### config.mk
export PLATFORM = sky130hd
export DESIGN_NAME = pivot_partition_engine_core
export DESIGN_NICKNAME = d
export VERILOG_FILES = /design/src/hdl/ppe_pkg.sv /design/src/hdl/pivot_partition_engine_core.sv /design/src/hdl/ppe_mem.sv /design/src/hdl/ppe_ctrl.sv
export SDC_FILE = /design/constraint.sdc
export NUM_CORES = 2
export LEC_CHECK = 0
export ABC_CLOCK_PERIOD_IN_PS = 15400
export BUFFER_PORTS_ARGS = -buffer_cell sky130_fd_sc_hd__clkbuf_2
export CAP_MARGIN = 10
export CORE_UTILIZATION = 35
export CTS_CLUSTER_DIAMETER = 100
export CTS_CLUSTER_SIZE = 30
export DETAILED_ROUTE_END_ITERATION = 16
export SYNTH_ARGS = -nofsm -noshare
export SYNTH_HDL_FRONTEND = slang
export SYNTH_HIERARCHICAL = 1
export SYNTH_SLANG_ARGS = --single-unit
export TNS_END_PERCENT = 10
### constraint.sdc
create_clock -name clk_i -period 15.4 [get_ports clk_i]
set_input_delay 3.08 -clock clk_i [delete_from_list [all_inputs] [get_ports clk_i]]
set_output_delay 3.08 -clock clk_i [all_outputs]
set_load 0.03 [all_outputs]
### src/hdl/ppe_pkg.sv
// Shared types and constants for the pivot partition engine.
package ppe_pkg;

  localparam int DataW           = 32;
  localparam int PosW            = 6;
  localparam int MaxElemsDefault = 64;

  typedef enum logic [3:0] {
    ST_LOAD,
    ST_SWAP_A,
    ST_SWAP_B,
    ST_SCAN_START,
    ST_RIGHT,
    ST_LEFT,
    ST_PLACE,
    ST_EMIT_RD,
    ST_EMIT
  } ppe_state_e;

  typedef struct packed {
    logic                    we;
    logic [PosW-1:0]         waddr;
    logic signed [DataW-1:0] wdata;
    logic                    re;
    logic [PosW-1:0]         raddr;
  } ppe_mem_req_t;

endpackage

### src/hdl/pivot_partition_engine_core.sv
// Top level of the pivot partition engine: sequencer, element store, checks.
// Load: one element request per cycle while in the load state. After the last request the list of n
// elements goes through the first/last exchange (SWAP_A, SWAP_B, SCAN_START), one store read per
// scan step (n-1 steps at most), a state to place the pivot and one to prime the read, then one
// result per cycle while the receiver is ready.
// Reset clears the sequencer, count and overflow flag; store contents stay undefined.
module pivot_partition_engine_core #(
  parameter int MAX_ELEMS = ppe_pkg::MaxElemsDefault
) (
  input  logic                              clk_i,
  input  logic                              rst_ni,
  input  logic                              element_valid_i,
  output logic                              element_ready_o,
  input  logic signed [ppe_pkg::DataW-1:0]  element_value_i,
  input  logic                              last_element_i,
  output logic                              result_valid_o,
  input  logic                              result_ready_i,
  output logic signed [ppe_pkg::DataW-1:0]  result_value_o,
  output logic [ppe_pkg::PosW-1:0]          result_position_o,
  output logic [ppe_pkg::PosW-1:0]          pivot_position_o,
  output logic                              overflowed_o,
  output logic                              last_result_o
);

  ppe_pkg::ppe_mem_req_t             mem_req;
  logic signed [ppe_pkg::DataW-1:0]  rd_data;

  // Sequencer: stores requests, runs the hole-filling scans, streams results.
  ppe_ctrl #(
    .MAX_ELEMS(MAX_ELEMS)
  ) u_ctrl (
    .clk_i            (clk_i),
    .rst_ni           (rst_ni),
    .element_valid_i  (element_valid_i),
    .element_ready_o  (element_ready_o),
    .element_value_i  (element_value_i),
    .last_element_i   (last_element_i),
    .result_valid_o   (result_valid_o),
    .result_ready_i   (result_ready_i),
    .result_value_o   (result_value_o),
    .result_position_o(result_position_o),
    .pivot_position_o (pivot_position_o),
    .overflowed_o     (overflowed_o),
    .last_result_o    (last_result_o),
    .mem_req_o        (mem_req),
    .rd_data_i        (rd_data)
  );

  // Element store, one entry per list slot.
  ppe_mem #(
    .MAX_ELEMS(MAX_ELEMS)
  ) u_mem (
    .clk_i    (clk_i),
    .req_i    (mem_req),
    .rd_data_o(rd_data)
  );

  // Loading and emitting never overlap.
  assert property (@(posedge clk_i) disable iff (!rst_ni)
    !(element_ready_o && result_valid_o))
    else $error("input ready while results pending");

  // The final request of a list closes the input side.
  assert property (@(posedge clk_i) disable iff (!rst_ni)
    element_valid_i && element_ready_o && last_element_i |=> !element_ready_o)
    else $error("input still open after last element");

  // A run continues without gaps and with consecutive positions.
  assert property (@(posedge clk_i) disable iff (!rst_ni)
    result_valid_o && result_ready_i && !last_result_o |=>
      result_valid_o && (result_position_o == $past(result_position_o) + 6'd1))
    else $error("result run broken");

  // Pivot position holds across a run.
  assert property (@(posedge clk_i) disable iff (!rst_ni)
    result_valid_o && result_ready_i && !last_result_o |=> $stable(pivot_position_o))
    else $error("pivot position moved during run");

endmodule

### src/hdl/ppe_mem.sv
// Element store: one write port, one read port, registered read data.
module ppe_mem #(
  parameter int MAX_ELEMS = ppe_pkg::MaxElemsDefault
) (
  input  logic                                  clk_i,
  input  ppe_pkg::ppe_mem_req_t                 req_i,
  output logic signed [ppe_pkg::DataW-1:0]      rd_data_o
);

  localparam int AW = $clog2(MAX_ELEMS);

  logic signed [ppe_pkg::DataW-1:0] mem_q [MAX_ELEMS];
  logic signed [ppe_pkg::DataW-1:0] rd_data_q;

  // A read of the entry written in the same cycle returns the old data.
  always_ff @(posedge clk_i) begin
    if (req_i.we) begin
      mem_q[req_i.waddr[AW-1:0]] <= req_i.wdata;
    end
    if (req_i.re) begin
      rd_data_q <= mem_q[req_i.raddr[AW-1:0]];
    end
  end

  assign rd_data_o = rd_data_q;

endmodule

### src/hdl/ppe_ctrl.sv
// Load, partition and emit sequencer around the element store.
module ppe_ctrl #(
  parameter int MAX_ELEMS = ppe_pkg::MaxElemsDefault
) (
  input  logic                                 clk_i,
  input  logic                                 rst_ni,
  input  logic                                 element_valid_i,
  output logic                                 element_ready_o,
  input  logic signed [ppe_pkg::DataW-1:0]     element_value_i,
  input  logic                                 last_element_i,
  output logic                                 result_valid_o,
  input  logic                                 result_ready_i,
  output logic signed [ppe_pkg::DataW-1:0]     result_value_o,
  output logic [ppe_pkg::PosW-1:0]             result_position_o,
  output logic [ppe_pkg::PosW-1:0]             pivot_position_o,
  output logic                                 overflowed_o,
  output logic                                 last_result_o,
  output ppe_pkg::ppe_mem_req_t                mem_req_o,
  input  logic signed [ppe_pkg::DataW-1:0]     rd_data_i
);

  localparam int AW = $clog2(MAX_ELEMS);
  localparam int CW = $clog2(MAX_ELEMS + 1);

  ppe_pkg::ppe_state_e state_q, state_d;

  logic [CW-1:0] count_q, count_d;
  logic          ovf_q, ovf_d;
  logic [AW-1:0] last_idx_q, last_idx_d;
  logic [AW-1:0] lo_q, lo_d;
  logic [AW-1:0] hi_q, hi_d;
  logic [AW-1:0] emit_idx_q, emit_idx_d;
  logic signed [ppe_pkg::DataW-1:0] pivot_q, pivot_d;

  logic          in_fire, out_fire, has_room;
  logic          gt_pivot, lt_pivot;
  logic [AW-1:0] lo_p1, hi_m1;
  logic          emit_last;

  assign in_fire   = element_valid_i && element_ready_o;
  assign out_fire  = result_valid_o && result_ready_i;
  assign has_room  = count_q < CW'(MAX_ELEMS);
  assign gt_pivot  = rd_data_i > pivot_q;
  assign lt_pivot  = rd_data_i < pivot_q;
  assign lo_p1     = lo_q + AW'(1);
  assign hi_m1     = hi_q - AW'(1);
  assign emit_last = emit_idx_q == last_idx_q;

  // Next state.
  always_comb begin
    state_d = state_q;
    unique case (state_q)
      ppe_pkg::ST_LOAD: begin
        if (in_fire && last_element_i) state_d = ppe_pkg::ST_SWAP_A;
      end
      ppe_pkg::ST_SWAP_A:     state_d = ppe_pkg::ST_SWAP_B;
      ppe_pkg::ST_SWAP_B:     state_d = ppe_pkg::ST_SCAN_START;
      ppe_pkg::ST_SCAN_START: begin
        state_d = (hi_q > lo_q) ? ppe_pkg::ST_RIGHT : ppe_pkg::ST_PLACE;
      end
      ppe_pkg::ST_RIGHT: begin
        if (gt_pivot) begin
          state_d = (hi_m1 > lo_q) ? ppe_pkg::ST_RIGHT : ppe_pkg::ST_PLACE;
        end else begin
          state_d = (lo_p1 < hi_q) ? ppe_pkg::ST_LEFT : ppe_pkg::ST_PLACE;
        end
      end
      ppe_pkg::ST_LEFT: begin
        if (lt_pivot) begin
          state_d = (lo_p1 < hi_q) ? ppe_pkg::ST_LEFT : ppe_pkg::ST_PLACE;
        end else begin
          state_d = (hi_m1 > lo_q) ? ppe_pkg::ST_RIGHT : ppe_pkg::ST_PLACE;
        end
      end
      ppe_pkg::ST_PLACE:      state_d = ppe_pkg::ST_EMIT_RD;
      ppe_pkg::ST_EMIT_RD:    state_d = ppe_pkg::ST_EMIT;
      ppe_pkg::ST_EMIT: begin
        if (out_fire && emit_last) state_d = ppe_pkg::ST_LOAD;
      end
      default:                state_d = ppe_pkg::ST_LOAD;
    endcase
  end

  // Memory requests, pointer moves and handshake outputs.
  always_comb begin
    count_d         = count_q;
    ovf_d           = ovf_q;
    last_idx_d      = last_idx_q;
    lo_d            = lo_q;
    hi_d            = hi_q;
    emit_idx_d      = emit_idx_q;
    pivot_d         = pivot_q;
    mem_req_o       = '0;
    element_ready_o = 1'b0;
    result_valid_o  = 1'b0;
    unique case (state_q)
      ppe_pkg::ST_LOAD: begin
        element_ready_o = 1'b1;
        if (in_fire) begin
          if (has_room) begin
            mem_req_o.we    = 1'b1;
            mem_req_o.waddr = ppe_pkg::PosW'(count_q);
            mem_req_o.wdata = element_value_i;
            count_d         = count_q + CW'(1);
          end else begin
            ovf_d = 1'b1;
          end
          if (last_element_i) begin
            last_idx_d = has_room ? count_q[AW-1:0] : AW'(MAX_ELEMS - 1);
            lo_d       = '0;
            hi_d       = has_room ? count_q[AW-1:0] : AW'(MAX_ELEMS - 1);
          end
        end
      end
      ppe_pkg::ST_SWAP_A: begin
        mem_req_o.re    = 1'b1;
        mem_req_o.raddr = '0;
      end
      ppe_pkg::ST_SWAP_B: begin
        // Old first element moves to the last slot; read the last slot as pivot.
        mem_req_o.re    = 1'b1;
        mem_req_o.raddr = ppe_pkg::PosW'(last_idx_q);
        mem_req_o.we    = 1'b1;
        mem_req_o.waddr = ppe_pkg::PosW'(last_idx_q);
        mem_req_o.wdata = rd_data_i;
      end
      ppe_pkg::ST_SCAN_START: begin
        pivot_d         = rd_data_i;
        mem_req_o.re    = 1'b1;
        mem_req_o.raddr = ppe_pkg::PosW'(hi_q);
      end
      ppe_pkg::ST_RIGHT: begin
        if (gt_pivot) begin
          hi_d            = hi_m1;
          mem_req_o.re    = 1'b1;
          mem_req_o.raddr = ppe_pkg::PosW'(hi_m1);
        end else begin
          // Fill the hole at lo, then scan from the left.
          mem_req_o.we    = 1'b1;
          mem_req_o.waddr = ppe_pkg::PosW'(lo_q);
          mem_req_o.wdata = rd_data_i;
          lo_d            = lo_p1;
          mem_req_o.re    = 1'b1;
          mem_req_o.raddr = ppe_pkg::PosW'(lo_p1);
        end
      end
      ppe_pkg::ST_LEFT: begin
        if (lt_pivot) begin
          lo_d            = lo_p1;
          mem_req_o.re    = 1'b1;
          mem_req_o.raddr = ppe_pkg::PosW'(lo_p1);
        end else begin
          // Fill the hole at hi, then scan from the right.
          mem_req_o.we    = 1'b1;
          mem_req_o.waddr = ppe_pkg::PosW'(hi_q);
          mem_req_o.wdata = rd_data_i;
          hi_d            = hi_m1;
          mem_req_o.re    = 1'b1;
          mem_req_o.raddr = ppe_pkg::PosW'(hi_m1);
        end
      end
      ppe_pkg::ST_PLACE: begin
        mem_req_o.we    = 1'b1;
        mem_req_o.waddr = ppe_pkg::PosW'(lo_q);
        mem_req_o.wdata = pivot_q;
        emit_idx_d      = '0;
      end
      ppe_pkg::ST_EMIT_RD: begin
        mem_req_o.re    = 1'b1;
        mem_req_o.raddr = ppe_pkg::PosW'(emit_idx_q);
      end
      ppe_pkg::ST_EMIT: begin
        result_valid_o = 1'b1;
        if (out_fire) begin
          if (emit_last) begin
            count_d = '0;
            ovf_d   = 1'b0;
          end else begin
            emit_idx_d      = emit_idx_q + AW'(1);
            mem_req_o.re    = 1'b1;
            mem_req_o.raddr = ppe_pkg::PosW'(emit_idx_q + AW'(1));
          end
        end
      end
      default: ;
    endcase
  end

  always_ff @(posedge clk_i or negedge rst_ni) begin
    if (!rst_ni) begin
      state_q <= ppe_pkg::ST_LOAD;
      count_q <= '0;
      ovf_q   <= 1'b0;
    end else begin
      state_q <= state_d;
      count_q <= count_d;
      ovf_q   <= ovf_d;
    end
  end

  always_ff @(posedge clk_i) begin
    last_idx_q <= last_idx_d;
    lo_q       <= lo_d;
    hi_q       <= hi_d;
    emit_idx_q <= emit_idx_d;
    pivot_q    <= pivot_d;
  end

  assign result_value_o    = rd_data_i;
  assign result_position_o = ppe_pkg::PosW'(emit_idx_q);
  assign pivot_position_o  = ppe_pkg::PosW'(lo_q);
  assign overflowed_o      = ovf_q;
  assign last_result_o     = emit_last;

endmodule

### Yosys cells after proc, flatten, opt, wreduce, memory -nomap -nowiden

Memories as Yosys holds them, arrays and structs flattened. A register that Yosys moved wholly into a read port is not among the register bits.
Cells that the tools add are included.

| word-level totals | value |
|---|---|
| flip-flop bits (word level) | 68 |
| bits in writable memories | 2048 |
| input port bits | 37 |
| logic and storage cells | 102 |
| memories kept | 1 |

Memory list:

| memory | depth | width | read ports | clocked after Yosys merged registers in | write ports | line | source |
|---|---|---|---|---|---|---|---|
| u_mem.mem_q | 64 | 32 | 1 | 1 | 1 | ppe_mem.sv:12 | `logic signed [ppe_pkg::DataW-1:0] mem_q [MAX_ELEMS];` |

| cells by class | value |
|---|---|
| $add $sub $neg | 4 |
| magnitude comparators | 6 |
| eq/ne operators | 22 |
| muxes and demuxes | 46 |
| reduce and logical (&&, ||, !) cells | 15 |

Operator list:

| kind | number |
|---|---|
| case mux 39 bit (5 select lines) | 1 |
| 2-to-1 mux 39 bit | 4 |
| 2-to-1 mux 6 bit | 13 |
| case mux 7 bit (7 select lines) | 1 |
| 2-to-1 mux 7 bit | 6 |
| case mux 4 bit (9 select lines) | 1 |
| case mux 6 bit (3 select lines) | 2 |
| greater-than comparator 32 bit | 1 |
| less-than comparator 32 bit | 1 |
| AND reduction 5 bit | 4 |
| == test 4 x 3 -> 1 bit, second input constant | 4 |
| 2-to-1 mux 4 bit | 4 |
| != test 2 x 1 -> 1 bit, second input constant | 8 |
| case mux 7 bit (2 select lines) | 1 |
| adder 6 x 1 -> 6 bit, second input constant | 2 |
| greater-than comparator 6 bit | 2 |
| case mux 6 bit (2 select lines) | 1 |
| != test 2 bit, second input constant | 5 |
| == test 4 x 2 -> 1 bit, second input constant | 2 |
| 2-to-1 mux 1 bit | 8 |
| adder 7 x 1 -> 7 bit, second input constant | 1 |
| less-than comparator 7 bit, second input constant | 1 |
| == test 6 bit | 1 |
| less-than comparator 6 bit | 1 |
| other kinds (11) | 18 |

### Depth between registers and ports, before layout

| depth | value |
|---|---|
| word-level depth | 7 |
| depth in mapped cells | 20 |
| mapped depth without buffers | 14 |

### Hierarchy

Netlist, hierarchy kept.

Modules (own cells, without submodules):

| module | times used | cells an instance | area each (um^2) | sequential area each (um^2) |
|---|---|---|---|---|
| ppe_mem | 1 | 3324 | 78835.6 | 62459.9 |
| ppe_ctrl | 1 | 579 | 5402.7 | 1981.9 |

### Least setup slack after synthesis

Ideal clock, no wire load.

| timing path | value |
|---|---|
| path kind | input to register |
| from | input port element_valid_i |
| to | memory u_mem/mem_q[48][0] (netlist name) (enable) |
| setup time | 0.461 ns |
| arrival time | 6.557 ns |
| required time | 14.939 ns |
| setup slack | 8.382 ns |
| stages on the path | 10 |
| path through | and2_1 -> buf_2 -> buf_4 -> nand2_1 -> nand2_1 -> a221o_1 -> clkbuf_1 -> nor2b_1 -> nand4b_1 -> nor3_1 |

RTL lines:

| element | line | source |
|---|---|---|
| start, declared | pivot_partition_engine_core.sv:12 | `input logic element_valid_i,` |
| end, declared | ppe_mem.sv:12 |  |

==> out/qor.yml <==
wl_um: 224100
period_needed_ns: 7.606
end_kind: "register"
dieArea_um2: 242600
dominantRegCellSynth: "edfxtp_1"
cpPeakStageDelay_ns: 0.80
dpl-instance-area_um2: 89370
firstDrtPassIters: 6
synth-seq-cells: 2148
htreeDepth: 3
cts-resized-gates: 0
grt_antenna_before_repair: 1
drv_cap: 0
nNetsFinal: 4070
ys.warnings.count: 6
start_util: 0.3532
synth_edf_count: 2136
syn_nets: 3993
fmax_mhz: 131.5
status: "finished clean"
async_reset_ff_frac: 0.005587
ys_seq_area_frac: 0.7650
grt_pass1_wl_um: 314400
fin_worst_skew_ns: 0.03224
cp.depth: 16
clkLatencyLatePin_ns: 0.74
hpwl_um: 122000
via_per_inst: 5.671
max_slew_margin: 0.1555
core_area_um2: 238500
clk_pin_slew_ns: 0.12
antenna_left: 0
post-cts-setup-buffers: 0
reg2regPathDepth: 16
hold_class: "reg2reg"
io_buffer_count: 84
crit_slowest_cell: "o21ai_0"
syn_area_um2: 84240
die_w_um: 492.6
hold_buffers: 0
crit_buf_inv: 3
stdcell_area_um2: 91680
drive_above_1_share: 0.2474
holdPathStages: 2
syn-mean-instance-area_um2: 21.58
rsz0062_at_grt: "false"
crit_path_cell_trace: "ha_1 > a21oi_1 > o21ai_0 > a221o_1 > o21ai_0 > and3_1 > o21ai_2 > o221ai_4 > buf_12 > buf_4 > buf_4 > mux4_2 > mux2i_1 > a21oi_1 > a21oi_1 > nor2_1"
numClockSinks: 2148
grt_max_degree: 93
overflow: 0
hold_viol_final: 0
worstPathMaxFanout: 92
cts_tree: "built"
numCtsBuffers: 83
grt_pass1_vias: 40100
crit_top_cell: "a21oi_1"
drt_iter0_markers: 5113
rows: 179
gp_congestion: 0.8574
postSynthCellCount: 3903
tns_ns: 0
slew_viol_final: 0
crit_family: "compound AO/OA/AOI/OAI gates"
cp_data_arrival_time_ns: 8.06
clock_path_buffers: 3
dr_total_vias: 40640
crit_type: "reg2reg"
drc: 0
start_kind: "register"
grt_usage: 0.1825
fp.dieH_um: 492.6
worst_slew_pin_slew_ns: 1.258
wire_per_inst_um: 31.27
fillerInstances: 21210
fin_crit_sh: 0.4939
syn_to_final_growth_pct: 8.833
root_buffer: "clkbuf_16"
setup_viol: 0
ios: 85
worstPathRequired_ns: 15.85
synth.distinct_cells: 61
-- cells in the final DEF, fill, tap and decap left out, types with 8 or more instances in the layout --
| master | instances |
|---|---|
| clkbuf_2 | 84 |
| o21ai_4 | 32 |
| xnor2_1 | 11 |
| inv_1 | 91 |
| nor2_4 | 63 |
| and3_1 | 13 |
| a22oi_1 | 46 |
| o22ai_1 | 87 |
| mux2i_1 | 96 |
| clkbuf_16 | 87 |
| dfrtp_1 | 12 |
| a311oi_1 | 9 |
| a21oi_1 | 88 |
| nor2b_1 | 20 |
| buf_4 | 139 |
| mux4_2 | 544 |
| ha_1 | 53 |
| o221ai_1 | 27 |
| edfxtp_1 | 2136 |
| nand2b_1 | 11 |
| nand2_1 | 51 |
| or2_2 | 8 |
| nand3_1 | 19 |
| nor3_1 | 12 |
| nand4_1 | 13 |
| xor2_1 | 14 |
| nor2_1 | 112 |
-- sequential cells by signal, summed over array words and instances (netlist names) --
register / count
u_ctrl/pivot_position_o: 6
u_mem/mem_q: 2048
u_mem/rd_data_o: 32
u_ctrl/state_q: 4
u_ctrl/last_idx_q: 6
u_ctrl/overflowed_o: 1
u_ctrl/count_q: 7
u_ctrl/pivot_q: 32
u_ctrl/hi_q: 6
u_ctrl/result_position_o: 6
-- final timing paths --
kind,startpoint,slack (ns),end
hold / removal,u_ctrl/overflowed_o,0.52,u_ctrl/overflowed_o
hold reg to reg,u_ctrl/overflowed_o,0.52,u_ctrl/overflowed_o
setup / recovery,u_mem/rd_data_o[17],7.79,u_mem/rd_data_o[9]
max in group asynchronous,rst_ni,12.87,u_ctrl/count_q[5]
min in group asynchronous,rst_ni,2.24,u_ctrl/state_q[1]
setup reg to reg,u_mem/rd_data_o[17],7.79,u_mem/rd_data_o[9]
-- tightest hold or removal path, stage by stage, from the launching register on --
cell and delay, ns:
dfrtp_1 0.36, nor2_1 0.05, nor2_1 0.07
-- final cells by class --
class	count	area (um^2)	area share
clock buffer	94	2203	0.02403
timing repair buffer	227	1544	0.01684
tap	3167	3963	0.04322
inverter	91	341.6	0.003726
antenna	1	2.502	0.00002730
sequential	2148	64440	0.7029
clock inverter	9	101.3	0.001105
multi-input combinational	1429	19080	0.2081
-- synth_stat cells (12+ instances only) --
cell type / count / area (um^2)
edfxtp_1: 2136 / 64140
mux4_2: 544 / 12250
nor2_1: 175 / 656.9
mux2i_1: 96 / 960.9
inv_1: 91 / 341.6
a21oi_1: 88 / 440.4
o22ai_1: 88 / 550.5
clkbuf_1: 85 / 319.1
buf_2: 62 / 310.3
buf_4: 58 / 435.4
ha_1: 53 / 663.1
nand2_1: 51 / 191.4
a22oi_1: 46 / 345.3
o221ai_1: 33 / 289.0
o21ai_2: 30 / 262.8
buf_1: 22 / 82.58
nor2b_1: 21 / 131.4
nand3_1: 19 / 95.09
nor3_1: 15 / 75.07
xor2_1: 14 / 122.6
and3_1: 13 / 81.33
nand4_1: 13 / 81.33
dfrtp_1: 12 / 300.3
nand2b_1: 12 / 75.07
-- per-stage QoR --
stage	instances	setup WS (ns)	utilization	hold slack (ns)
final	7166	7.794	0.3844	0.5180
after global routing	7165	7.167	0.3844	0.5393
after global placement	7062	7.074	0.3747	0.4856
after CTS	7165	7.690	0.3844	0.5222
after detailed placement	7062	7.075	0.3747	0.4988
after floorplan	3903	8.382	-	0.4513
-- layer usage --
metal / track usage / up-vias / wire, um
met3: 0.02862 / 207 / 18380
li1: - / 16320 / -
met5: 0 / - / 0
met1: 0.2520 / 22290 / 90550
met2: 0.2990 / 1823 / 108700
met4: 0.05202 / 0 / 6418
-- kinds of logic (layout without fill, tap and decap cells) --
family          after synthesis  count (layout)  share of synthesized area
compound gates              358             358                    0.02965
xor+xnor                     25              25                   0.002599
mux                         640             640                     0.1568
other cells                   0               1                          0
fa+ha+maj                    53              53                   0.007872
flops                      2148            2148                     0.7650
buf+inv                     326             421                    0.01874
simple gates                353             353                    0.01929
Power is not shown: default switching activity piles up to over one toggle a cycle in this logic, so the estimate is an artifact.
